**src/sv/positional_list_store_defines.svh**
```systemverilog
// ---------------------------------------------------------------------------
// Positional list store assertion macros
// Shared concurrent assertion forms, clocked on clk and disabled in reset.
// ---------------------------------------------------------------------------
`ifndef POSITIONAL_LIST_STORE_DEFINES_SVH
`define POSITIONAL_LIST_STORE_DEFINES_SVH

// Same-cycle implication: whenever ante holds, cons holds too.
`define PLS_ASSERT_NOW(label, ante, cons, msg) \
    label: assert property (@(posedge clk) disable iff (!rst_n) (ante) |-> (cons)) \
        else $error(msg);

// Next-cycle implication: whenever ante holds, cons holds in the next cycle.
`define PLS_ASSERT_NEXT(label, ante, cons, msg) \
    label: assert property (@(posedge clk) disable iff (!rst_n) (ante) |=> (cons)) \
        else $error(msg);

`endif

```
**src/sv/pls_ram.sv**
```systemverilog
// ---------------------------------------------------------------------------
// Generic RAM
// One write port and one read port with registered read data.
// ---------------------------------------------------------------------------
module pls_ram #(
    parameter int WIDTH = 8,
    parameter int DEPTH = 256
) (
    input  logic                     clk,
    input  logic                     we,
    input  logic [$clog2(DEPTH)-1:0] waddr,
    input  logic [WIDTH-1:0]         wdata,
    input  logic [$clog2(DEPTH)-1:0] raddr,
    output logic [WIDTH-1:0]         rdata
);

    logic [WIDTH-1:0] mem [DEPTH];

    always_ff @(posedge clk)
    begin
        if (we)
        begin
            mem[waddr] <= wdata;
        end
        rdata <= mem[raddr];
    end

endmodule

```
**config.mk**
```make
export PLATFORM = sky130hd
export DESIGN_NAME = pls_ram
export DESIGN_NICKNAME = d
export VERILOG_FILES = /design/src/sv/positional_list_store_defines.svh /design/src/sv/pls_ram.sv
export SDC_FILE = /design/constraint.sdc
export NUM_CORES = 2
export LEC_CHECK = 0
export BUFFER_PORTS_ARGS = -buffer_cell sky130_fd_sc_hd__buf_4
export CORE_MARGIN = 3
export CORE_UTILIZATION = 35
export CTS_CLUSTER_DIAMETER = 40
export DETAILED_ROUTE_END_ITERATION = 7
export GPL_TIMING_DRIVEN = 0
export PLACE_DENSITY_LB_ADDON = 0.05
export SYNTH_ARGS = -nofsm -noshare
export SYNTH_HDL_FRONTEND = slang
export SYNTH_SLANG_ARGS = --single-unit
```
**constraint.sdc**
```tcl
create_clock -name clk -period 2.9 [get_ports clk]
set_input_delay 0.87 -clock clk [delete_from_list [all_inputs] [get_ports clk]]
set_output_delay 0.87 -clock clk [all_outputs]
set_load 0.02 [all_outputs]
```
==> metrics.cfg <==
[outcome]
status=finished with violations
violations=setup timing

[power_and_ir_drop]
combPwrFrac=0.051
clkPwrFrac=0.543
power_density_nw_per_um2=814
power.switching_mw=18.1
internal_power_mw=62.8
pwr-share-seq=0.406
ir_drop_mv=0.632
power_mw=80.9
p_sw_frac=0.224
p_leak_nw=31.2

[grt]
antenna_found_initial=24
grt_max_degree=134
grt_pass1_wl_mm=380
track_usage=0.244
grt_pass1_vias=42505
gr-total-overflow=0

[timing]
post-route-period-util=1.10
holdWs_ps=173
drv_slew=0
finalSetupViolCount=266
maxSlewHeadroom=0.0760
layout_min_cycle_time_ps=3190
hold_viol_final=0
rsz0062_at_grt=true
max_freq_mhz=314
tightest_slew_ps=1380
setup_ws_ps=-288
fin_worst_skew_ps=50.7

[cts]
htreeDepth=5
root_buffer=clkbuf_16
cts_made_buffers=370
cts_tree=done
clkTransAtPathRegs_ps=60
cts_hold_buffers=0
clk_latency_ps=960
cts_sinks=2056
clk_path_buf_depth=4

[synthesis]
synthXorXnorAreaFrac=0
synth-seq-area-share=0.775
ys_warn_count=0
synth_top_family_by_area=multiplexers
synth_edf_count=2048
synthSimpleGateAreaFrac=0.0263
syn_area_per_cell_um2=21.3
synthFlopType=edfxtp_1
syn-num-nets=3759
synth_area_um2=79600
synth_compound_area_frac=0.0342
async_reset_ff_frac=0
synthCells=3733
synthAdderAreaFrac=0
synthMuxAreaShare=0.146
synth-seq-cells=2056
ys_types=55

[worst_setup_path]
cp.required_ps=3430
cp-end-kind=flip-flop
path_class=input port to flip-flop
start_kind=input port
critPathArrivalTime_ps=3710
critPathMaxFanout=10

[detailed_routing]
vias=41684
routed_via_density=5.58
wl_met2_mm=136
top_layer_used=met5
wl_met1_mm=122
drt_iter0_drc=4437
wl_mm=285
ant_nets=0
drc=0
routedWlPerCell_um=38.1
first_pass_iters=5
wl_met3_mm=19.2

[floorplan]
dieArea_um2=233000
die_y_um=483
fp-row-count=174
fp.dieW_um=483
ios=34
fp.coreArea_um2=225000
start_util=0.353

[placement]
hpwl_mm=190
place.gp.congestion=0.853
portBuffers=26
dp.cells=6784

[layout]
area_growth_pct=24.9
final_nets=4205
stdcell_count=7471
layout-drive-gt1-share=0.357
final_common_cell=edfxtp_1
final_cell_mix=edfxtp_1 (2048), mux4_2 (455), clkbuf_16 (375), nor2_1 (135), mux2i_1 (131)

[hold_path]
min_path_type=input port to flip-flop

[job]
maxCapViolCount=0

routing by layer:
layer / up-vias / global-route usage
li1: 16800 / -
met1: 22890 / 0.338
met2: 1590 / 0.390
met3: 396 / 0.0505
met4: 8 / 0.0712
met5: - / 0
through the flow:
step	util	TNS, ps	worst slack (ps)	instance area [µm²]
final	0.441	-26740	-288	99300
after global routing	0.441	-12140	-191	99300
after CTS	0.438	-24240	-299	98700
after detailed placement	0.375	-1863940	-3360	84400
after global placement	0.371	-4479020	-3710	83500
after floorplan	-	0	92.1	79600
synth_stat cells, types with 2 or more instances:
| cell | count | share of area |
|---|---|---|
| nor2b_1 | 31 | 0.0024 |
| o221ai_1 | 46 | 0.0051 |
| nand4_1 | 10 | 0.00079 |
| nor4_2 | 3 | 0.00047 |
| nor2_1 | 282 | 0.013 |
| and3b_1 | 2 | 0.00022 |
| a211oi_1 | 16 | 0.0015 |
| mux4_2 | 454 | 0.13 |
| o22ai_1 | 28 | 0.0022 |
| a21oi_1 | 96 | 0.0060 |
| mux4_1 | 2 | 0.00066 |
| nor4_1 | 24 | 0.0019 |
| buf_4 | 27 | 0.0025 |
| buf_12 | 8 | 0.0020 |
| a221oi_1 | 13 | 0.0014 |
| buf_2 | 31 | 0.0020 |
| and2_1 | 6 | 0.00047 |
| a2111oi_0 | 2 | 0.00022 |
| nand3_1 | 34 | 0.0021 |
| a31oi_1 | 2 | 0.00016 |
| or2_2 | 4 | 0.00031 |
| buf_1 | 22 | 0.0010 |
| o21ai_0 | 10 | 0.00063 |
| o22a_1 | 5 | 0.00055 |
| a2111oi_1 | 2 | 0.00025 |
| nor3_1 | 22 | 0.0014 |
| mux2i_1 | 134 | 0.017 |
| dfxtp_1 | 8 | 0.0020 |
| o211ai_1 | 10 | 0.00094 |
| o32ai_1 | 4 | 0.00044 |
| a22o_1 | 8 | 0.00088 |
| a22oi_1 | 133 | 0.013 |
| clkbuf_1 | 111 | 0.0052 |
| buf_8 | 13 | 0.0025 |
| nand2b_1 | 8 | 0.00063 |
| nand2_1 | 33 | 0.0016 |
| buf_6 | 21 | 0.0030 |
| a311oi_1 | 2 | 0.00022 |
| o21ai_1 | 2 | 0.00013 |
| edfxtp_1 | 2048 | 0.77 |
| nand3b_1 | 2 | 0.00019 |
worst paths after layout:
| check | start | end | slack (ps) | depth (start not counted) |
|---|---|---|---|---|
| min | wdata[6] | mem[146][6]$_DFFE_PP_ | 170 | 1 |
| min reg2reg | mem[33][5]$_DFFE_PP_ | rdata[5]$_DFF_P_ | 1230 | 6 |
| max | waddr[2] | mem[55][3]$_DFFE_PP_ | -290 | 6 |
| max reg2reg | mem[83][3]$_DFFE_PP_ | rdata[3]$_DFF_P_ | 340 | 6 |
state kept, by name, summed over array words and instances, names as in the netlist:
register and cells:
rdata 8, mem 2048
power by group through the flow:
stage          clock network (mW)  logic [mW]  registers [mW]
2_1_floorplan                   0        1.59            33.4
3_3_place_gp                    0        3.69            33.5
3_5_place_dp                    0        3.82            33.4
4_1_cts                      44.5        4.12            32.8
5_1_grt                      45.9        4.26            32.8
6_report                     43.9        4.14            32.8
what timing repair did:
action,CTS,global route
resized for setup,463,136
pin swaps,21,10
setup endpoints to repair,792,896
setup buffers,14,4
worst max-delay path: stages:
cell      delay [ps]
clkbuf_1         430
nor2b_1          210
clkbuf_1         410
nand4_1          310
clkbuf_2         720
nor2_2           750
final cells by class:
class,count,area (µm²)
Multi-Input combinational cell,1442,18000
Clock inverter,250,2990
Antenna cell,11,27.5
Tap cell,2992,3740
Fill cell,19433,126000
Buffer,230,2110
Inverter,2,8.76
Sequential cell,2056,61700
Clock buffer,411,9530
Timing Repair Buffer,77,1220
logic make-up (layout without fill, tap and decap cells):
logic type,Yosys count,after routing
buffers and inverters,235,970
AND/OR/NAND/NOR,466,466
other,0,11
multiplexers,591,591
AO/OA/AOI/OAI,385,385
flip-flops,2056,2056
Power figures use the tool's default switching activity.
