[src/sv/positional_list_store_defines.svh]
// ---------------------------------------------------------------------------
// Positional list store assertion macros
// Shared concurrent assertion forms, clocked on clk and disabled in reset.
// ---------------------------------------------------------------------------
`ifndef POSITIONAL_LIST_STORE_DEFINES_SVH
`define POSITIONAL_LIST_STORE_DEFINES_SVH

// Same-cycle implication: whenever ante holds, cons holds too.
`define PLS_ASSERT_NOW(label, ante, cons, msg) \
    label: assert property (@(posedge clk) disable iff (!rst_n) (ante) |-> (cons)) \
        else $error(msg);

// Next-cycle implication: whenever ante holds, cons holds in the next cycle.
`define PLS_ASSERT_NEXT(label, ante, cons, msg) \
    label: assert property (@(posedge clk) disable iff (!rst_n) (ante) |=> (cons)) \
        else $error(msg);

`endif

[src/sv/pls_pkg.sv]
// ---------------------------------------------------------------------------
// Positional list store package
// Sizes, request and result types, sequencer states and control groups.
// ---------------------------------------------------------------------------
package pls_pkg;

    localparam int CAPACITY = 256;
    localparam int SLOT_W   = $clog2(CAPACITY);
    localparam int CNT_W    = $clog2(CAPACITY + 1);
    localparam int POS_W    = 9;
    localparam int LEN_W    = 9;
    localparam int VAL_W    = 32;
    localparam int CMP_W    = (CNT_W > POS_W) ? CNT_W : POS_W;

    typedef enum logic [1:0] {
        ACT_INSERT = 2'd0,
        ACT_REMOVE = 2'd1,
        ACT_READ   = 2'd2,
        ACT_CLEAR  = 2'd3
    } action_t;

    typedef enum logic [1:0] {
        ST_DONE  = 2'd0,
        ST_RANGE = 2'd1,
        ST_FULL  = 2'd2
    } status_t;

    typedef struct packed {
        action_t                   action;
        logic [POS_W-1:0]          position;
        logic signed [VAL_W-1:0]   value;
    } request_t;

    typedef struct packed {
        status_t                   status;
        logic signed [VAL_W-1:0]   read_value;
        logic [LEN_W-1:0]          length;
    } result_t;

    typedef enum logic [2:0] {
        S_IDLE,
        S_ALLOC,
        S_WALK,
        S_LINK_A,
        S_LINK_B,
        S_UNLINK,
        S_READ_OUT
    } state_t;

    // Status the datapath hands to the sequencer.
    typedef struct packed {
        logic    start;
        action_t req_action;
        action_t cur_action;
        logic    pos_bad;
        logic    full;
        logic    walk_done;
    } seq_flags_t;

    // Strobes the sequencer hands to the datapath.
    typedef struct packed {
        logic accept;
        logic clear;
        logic reject;
        logic alloc;
        logic walk_init;
        logic walk_step;
        logic walk_end;
        logic link_a;
        logic link_b;
        logic unlink;
        logic read_out;
    } ctrl_t;

endpackage

[src/sv/pls_seq.sv]
// ---------------------------------------------------------------------------
// Positional list store sequencer
// Steps one request through allocation, the link walk and relinking.
// ---------------------------------------------------------------------------
module pls_seq import pls_pkg::*; (
    input  logic       clk,
    input  logic       rst_n,
    input  seq_flags_t flags,
    output ctrl_t      ctrl,
    output logic       busy
);

    state_t state_reg;
    state_t state_next;

    always_ff @(posedge clk or negedge rst_n)
    begin
        if (!rst_n)
        begin
            state_reg <= S_IDLE;
        end
        else
        begin
            state_reg <= state_next;
        end
    end

    always_comb
    begin
        state_next = state_reg;
        case (state_reg)
            S_IDLE:
            begin
                if (flags.start)
                begin
                    case (flags.req_action)
                        ACT_INSERT: state_next = (flags.pos_bad || flags.full) ? S_IDLE : S_ALLOC;
                        ACT_REMOVE: state_next = flags.pos_bad ? S_IDLE : S_WALK;
                        ACT_READ:   state_next = flags.pos_bad ? S_IDLE : S_WALK;
                        default:    state_next = S_IDLE;
                    endcase
                end
            end
            S_ALLOC:
            begin
                state_next = S_WALK;
            end
            S_WALK:
            begin
                if (flags.walk_done)
                begin
                    case (flags.cur_action)
                        ACT_INSERT: state_next = S_LINK_A;
                        ACT_REMOVE: state_next = S_UNLINK;
                        default:    state_next = S_READ_OUT;
                    endcase
                end
            end
            S_LINK_A:
            begin
                state_next = S_LINK_B;
            end
            default:
            begin
                state_next = S_IDLE;
            end
        endcase
    end

    always_comb
    begin
        ctrl        = '0;
        ctrl.accept = (state_reg == S_IDLE) && flags.start;
        ctrl.clear  = ctrl.accept && (flags.req_action == ACT_CLEAR);
        ctrl.reject = ctrl.accept && (flags.req_action != ACT_CLEAR)
                      && (flags.pos_bad || ((flags.req_action == ACT_INSERT) && flags.full));
        ctrl.alloc  = (state_reg == S_ALLOC);
        ctrl.walk_init = ctrl.alloc
                         || (ctrl.accept && !flags.pos_bad
                             && ((flags.req_action == ACT_REMOVE)
                                 || (flags.req_action == ACT_READ)));
        ctrl.walk_step = (state_reg == S_WALK) && !flags.walk_done;
        ctrl.walk_end  = (state_reg == S_WALK) && flags.walk_done;
        ctrl.link_a    = (state_reg == S_LINK_A);
        ctrl.link_b    = (state_reg == S_LINK_B);
        ctrl.unlink    = (state_reg == S_UNLINK);
        ctrl.read_out  = (state_reg == S_READ_OUT);
        busy           = (state_reg != S_IDLE);
    end

endmodule

[config.mk]
export PLATFORM = sky130hd
export DESIGN_NAME = pls_seq
export DESIGN_NICKNAME = d
export VERILOG_FILES = /design/src/sv/positional_list_store_defines.svh /design/src/sv/pls_pkg.sv /design/src/sv/pls_seq.sv
export SDC_FILE = /design/constraint.sdc
export NUM_CORES = 1
export LEC_CHECK = 0
export ABC_CLOCK_PERIOD_IN_PS = 3500
export BUFFER_PORTS_ARGS = -buffer_cell sky130_fd_sc_hd__buf_4
export CORE_AREA = 5 5 42 44
export DETAILED_ROUTE_END_ITERATION = 6
export DIE_AREA = 0 0 47 49
export GPL_TIMING_DRIVEN = 1
export SYNTH_ARGS = -nofsm -noshare
export SYNTH_HDL_FRONTEND = slang
export SYNTH_SLANG_ARGS = --single-unit
[constraint.sdc]
create_clock -name clk -period 3.5 [get_ports clk]
set_clock_uncertainty 0.2 [all_clocks]
set_input_delay 0.35 -clock clk [delete_from_list [all_inputs] [get_ports clk]]
set_output_delay 0.35 -clock clk [all_outputs]
set_load 0.1 [all_outputs]
==> run_summary.xml <==
<?xml version="1.0" encoding="UTF-8"?>
<metrics>
  <group name="routing">
    <metric name="detail_route.iter0.violations" unit="">5</metric>
    <metric name="detailroute.via_count" unit="">359</metric>
    <metric name="detailed_routing_iterations_pass_1" unit="">4</metric>
    <metric name="number_of_remaining_drc_errors" unit="">0</metric>
    <metric name="viasPerCell" unit="">4.49</metric>
    <metric name="routed_wirelength" unit="µm">882</metric>
    <metric name="route.detailed.wl_per_inst" unit="µm">11.0</metric>
    <metric name="ant_nets" unit="">0</metric>
  </group>
  <group name="worst_setup_path">
    <metric name="rrSetupSlack" unit="ns">2.18</metric>
    <metric name="critical_path_class" unit="">reg -&gt; out</metric>
    <metric name="reg2reg_depth" unit="">3</metric>
    <metric name="critical_path_buffer_and_inverter_count" unit="">1</metric>
    <metric name="max_stage_delay" unit="ns">0.48</metric>
    <metric name="critical-path-top-delay-family" unit="">simple AND/OR/NAND/NOR gates</metric>
    <metric name="critPathSlowestCell" unit="">dfrtp_1</metric>
    <metric name="worstReg2RegEnd" unit="">state_reg[0]$_DFFE_PN0P_</metric>
    <metric name="critical_path.reg2reg.startpoint" unit="">state_reg[1]$_DFFE_PN0P_</metric>
    <metric name="critPathCaptureType" unit="">primary output</metric>
    <metric name="worstPathMaxFanout" unit="">13</metric>
    <metric name="critPathArrivalTime" unit="ns">1.77</metric>
    <metric name="crit_required" unit="ns">2.95</metric>
    <metric name="startpoint_type" unit="">register</metric>
    <metric name="crit_path_cell_trace" unit="">nand2b_1 -&gt; or3_4 -&gt; o22ai_1 -&gt; buf_4</metric>
  </group>
  <group name="cells_and_area">
    <metric name="proportion_of_layout_cells_with_a_drive_suffix_above_1" unit="%">45.3</metric>
    <metric name="antenna-diode-count" unit="">0</metric>
    <metric name="layout_common_cells" unit="">buf_4, nor2_1, a21oi_1</metric>
    <metric name="layout.filler_cells" unit="">148</metric>
    <metric name="layout.cell_area.non_filler" unit="µm²">529</metric>
    <metric name="area.growth.synth_to_final" unit="%">59.6</metric>
    <metric name="layout.nets" unit="">77</metric>
    <metric name="largest_register_ff_count" unit="">3</metric>
    <metric name="most_common_library_cell_in_the_layout_ignoring_fill_and_taps" unit="">buf_4</metric>
  </group>
  <group name="floorplan">
    <metric name="start_util" unit="%">23.7</metric>
    <metric name="die_x" unit="µm">47</metric>
    <metric name="pin_count" unit="">22</metric>
    <metric name="core_area" unit="µm²">1400</metric>
    <metric name="die_height" unit="µm">49</metric>
    <metric name="floorplan.rows" unit="">14</metric>
    <metric name="design.die.area" unit="µm²">2300</metric>
  </group>
  <group name="timing">
    <metric name="setup_viol_count_final" unit="">0</metric>
    <metric name="fmaxAchievable" unit="GHz">0.431</metric>
    <metric name="maxSlewViolCount" unit="">0</metric>
    <metric name="grt_setup_unrepaired" unit="">no</metric>
    <metric name="setup_tns" unit="ns">0</metric>
    <metric name="max_slew.worst_pin.slew" unit="ns">0.350</metric>
    <metric name="fin_ws" unit="ns">1.18</metric>
    <metric name="post-route-min-period" unit="ns">2.32</metric>
    <metric name="timing.final.crit_share" unit="%">66.2</metric>
    <metric name="slew_headroom" unit="%">76.7</metric>
    <metric name="final-hold-violation-count" unit="">0</metric>
  </group>
  <group name="synth">
    <metric name="post_synth_inst_count" unit="">41</metric>
    <metric name="dominant_combinational_cell_family_by_area_after_synthesis" unit="">simple AND/OR/NAND/NOR gates</metric>
    <metric name="yosys_warnings" unit="">0</metric>
    <metric name="muxShareOfSynthArea" unit="%">3.02</metric>
    <metric name="synth_seq_cells" unit="">3</metric>
    <metric name="syn-mean-instance-area" unit="µm²">8.09</metric>
    <metric name="yosys.area_share.simple" unit="%">38.5</metric>
    <metric name="yosys.area_share.xor_xnor" unit="%">0</metric>
    <metric name="syn_nets" unit="">53</metric>
    <metric name="synth_compound_area_share" unit="%">17.4</metric>
    <metric name="yosysSeqAreaShare" unit="%">22.6</metric>
    <metric name="yosys.cell_types.count" unit="">25</metric>
    <metric name="yosys.area_share.adder" unit="%">7.55</metric>
    <metric name="synth.cell_area" unit="µm²">332</metric>
  </group>
  <group name="power">
    <metric name="power.density" unit="nW/µm²">912</metric>
    <metric name="netSwitchingFraction" unit="%">64.0</metric>
    <metric name="netSwitchingPower" unit="µW">309</metric>
    <metric name="clkPwrFrac" unit="%">12.7</metric>
    <metric name="total_power" unit="µW">483</metric>
    <metric name="vdd_ir_drop_max" unit="µV">311</metric>
    <metric name="power.combinational.fraction" unit="%">72.6</metric>
    <metric name="internal_power" unit="µW">174</metric>
    <metric name="power.leakage" unit="µW">0.000280</metric>
    <metric name="seqPwrFrac" unit="%">14.7</metric>
  </group>
  <group name="global_route">
    <metric name="grt_usage" unit="%">8.32</metric>
    <metric name="maximum_number_of_pins_on_one_net_before_global_route_repair" unit="">14</metric>
    <metric name="grt-ovfl-total" unit="">0</metric>
    <metric name="grt_pass1_wl" unit="µm">1410</metric>
    <metric name="antenna_violations_before_repair" unit="">0</metric>
    <metric name="first_global_vias" unit="">344</metric>
  </group>
  <group name="outcome">
    <metric name="status" unit="">complete, no violations</metric>
  </group>
  <group name="place">
    <metric name="place.detailed.hpwl" unit="µm">716</metric>
    <metric name="placement.io_buffers" unit="">21</metric>
    <metric name="detailedPlace.worstSlack" unit="ns">1.43</metric>
    <metric name="placed_area" unit="µm²">493</metric>
    <metric name="globalplace.congestion" unit="">0.698</metric>
  </group>
  <group name="cts">
    <metric name="post-cts-setup-buffer-count" unit="">0</metric>
    <metric name="cts_inserted_buffers" unit="">3</metric>
    <metric name="path_clk_slew" unit="ns">0.04</metric>
    <metric name="post_cts_resized" unit="">0</metric>
    <metric name="ctsHtreeMaxLevel" unit="">1</metric>
    <metric name="cts.sinks" unit="">3</metric>
    <metric name="cts_tree" unit="">yes</metric>
    <metric name="cts_buffer_depth" unit="">2</metric>
    <metric name="cts.root.buffer_cell" unit="">clkbuf_4</metric>
    <metric name="later_pin_clock_latency_in_the_skew_report" unit="ns">0.24</metric>
  </group>
  <group name="hold_path">
    <metric name="hold_path.class" unit="">in -&gt; async</metric>
  </group>
  <group name="run">
    <metric name="drv.max_cap_violation_count" unit="">0</metric>
  </group>
</metrics>
==> final cells by class <==
class / instances / area, µm² / area share [%]
Inverter: 4 / 15.0 / 2.84
Timing Repair Buffer: 22 / 168 / 31.7
Clock buffer: 4 / 26.3 / 4.96
Tap cell: 16 / 20.0 / 3.78
Multi-Input combinational cell: 31 / 225 / 42.6
Sequential cell: 3 / 75.1 / 14.2
==> cells by family after synthesis <==
logic type               after synthesis
adder cells (fa/ha/maj)                2
multiplexers                           1
AO/OA/AOI/OAI                          9
buffers and inverters                  7
AND/OR/NAND/NOR                       19
flip-flops                             3
==> synth_stat cells, drive strengths merged <==
cell,count,area share (%)
a21oi,4,6.0
inv,4,4.5
nor2,4,4.5
and3,3,5.7
buf,3,6.4
dfrtp,3,23
nand2b,3,6.4
ha,2,7.5
nor3,2,3.0
or3,2,5.3
a31o,1,2.6
and2,1,1.9
mux2i,1,3.0
nor2b,1,1.9
nor3b,1,2.3
nor4b,1,4.5
o211a,1,3.0
o21a,1,2.3
o21ai,1,1.5
o22ai,1,1.9
or4b,1,3.0
==> worst max-delay path by stage <==
stage,startpoint,end,slack [ns],cells after the start
after floorplan,state_reg[2]$_DFFE_PN0P_,ctrl[0],0.17,3
after global placement,state_reg[1]$_DFFE_PN0P_,ctrl[6],1.46,4
after detailed placement,state_reg[1]$_DFFE_PN0P_,ctrl[6],1.43,4
after CTS,state_reg[1]$_DFFE_PN0P_,ctrl[6],1.18,4
after global routing,state_reg[1]$_DFFE_PN0P_,ctrl[8],1.11,4
final,state_reg[1]$_DFFE_PN0P_,ctrl[6],1.18,4
==> layer usage <==
| metal | vias up | track usage [%] | routed length (µm) |
|---|---|---|---|
| li1 | 188 | - | - |
| met1 | 153 | 10.6 | 391 |
| met2 | 16 | 11.8 | 381 |
| met3 | 2 | 1.11 | 89 |
| met4 | 0 | 6.91 | 20 |
| met5 | - | 0 | 0 |
==> power by group through the flow <==
stage / Sequential (µW) / Clock (µW) / Combinational (µW)
4_1_cts: 70.3 / 62.6 / 353
3_5_place_dp: 70.7 / 0 / 351
3_3_place_gp: 69.8 / 0 / 351
5_1_grt: 74.1 / 66.5 / 363
6_report: 70.9 / 61.4 / 351
2_1_floorplan: 50.5 / 0 / 315
==> per-stage QoR <==
step	util (%)	cells	hold slack, ns
2_1_floorplan	-	41	-0.146
3_3_place_gp	35.2	75	-0.0600
3_5_place_dp	35.2	75	-0.0605
4_1_cts	37.8	80	0.235
5_1_grt	37.8	80	0.265
6_report	37.8	80	0.237
==> worst reg2reg max path, stage by stage (launching register included) <==
cell and delay (ns):
dfrtp_1 0.48, nand2b_1 0.22, a21oi_1 0.17, and3_1 0.18
==> what timing repair did <==
action / CTS / global route
endpoints found under the setup margin: 0 / 0
hold buffers: 1 / 0
endpoints found under the hold margin: 3 / 0
No activity file was read; power rests on OpenSTA's default activity.
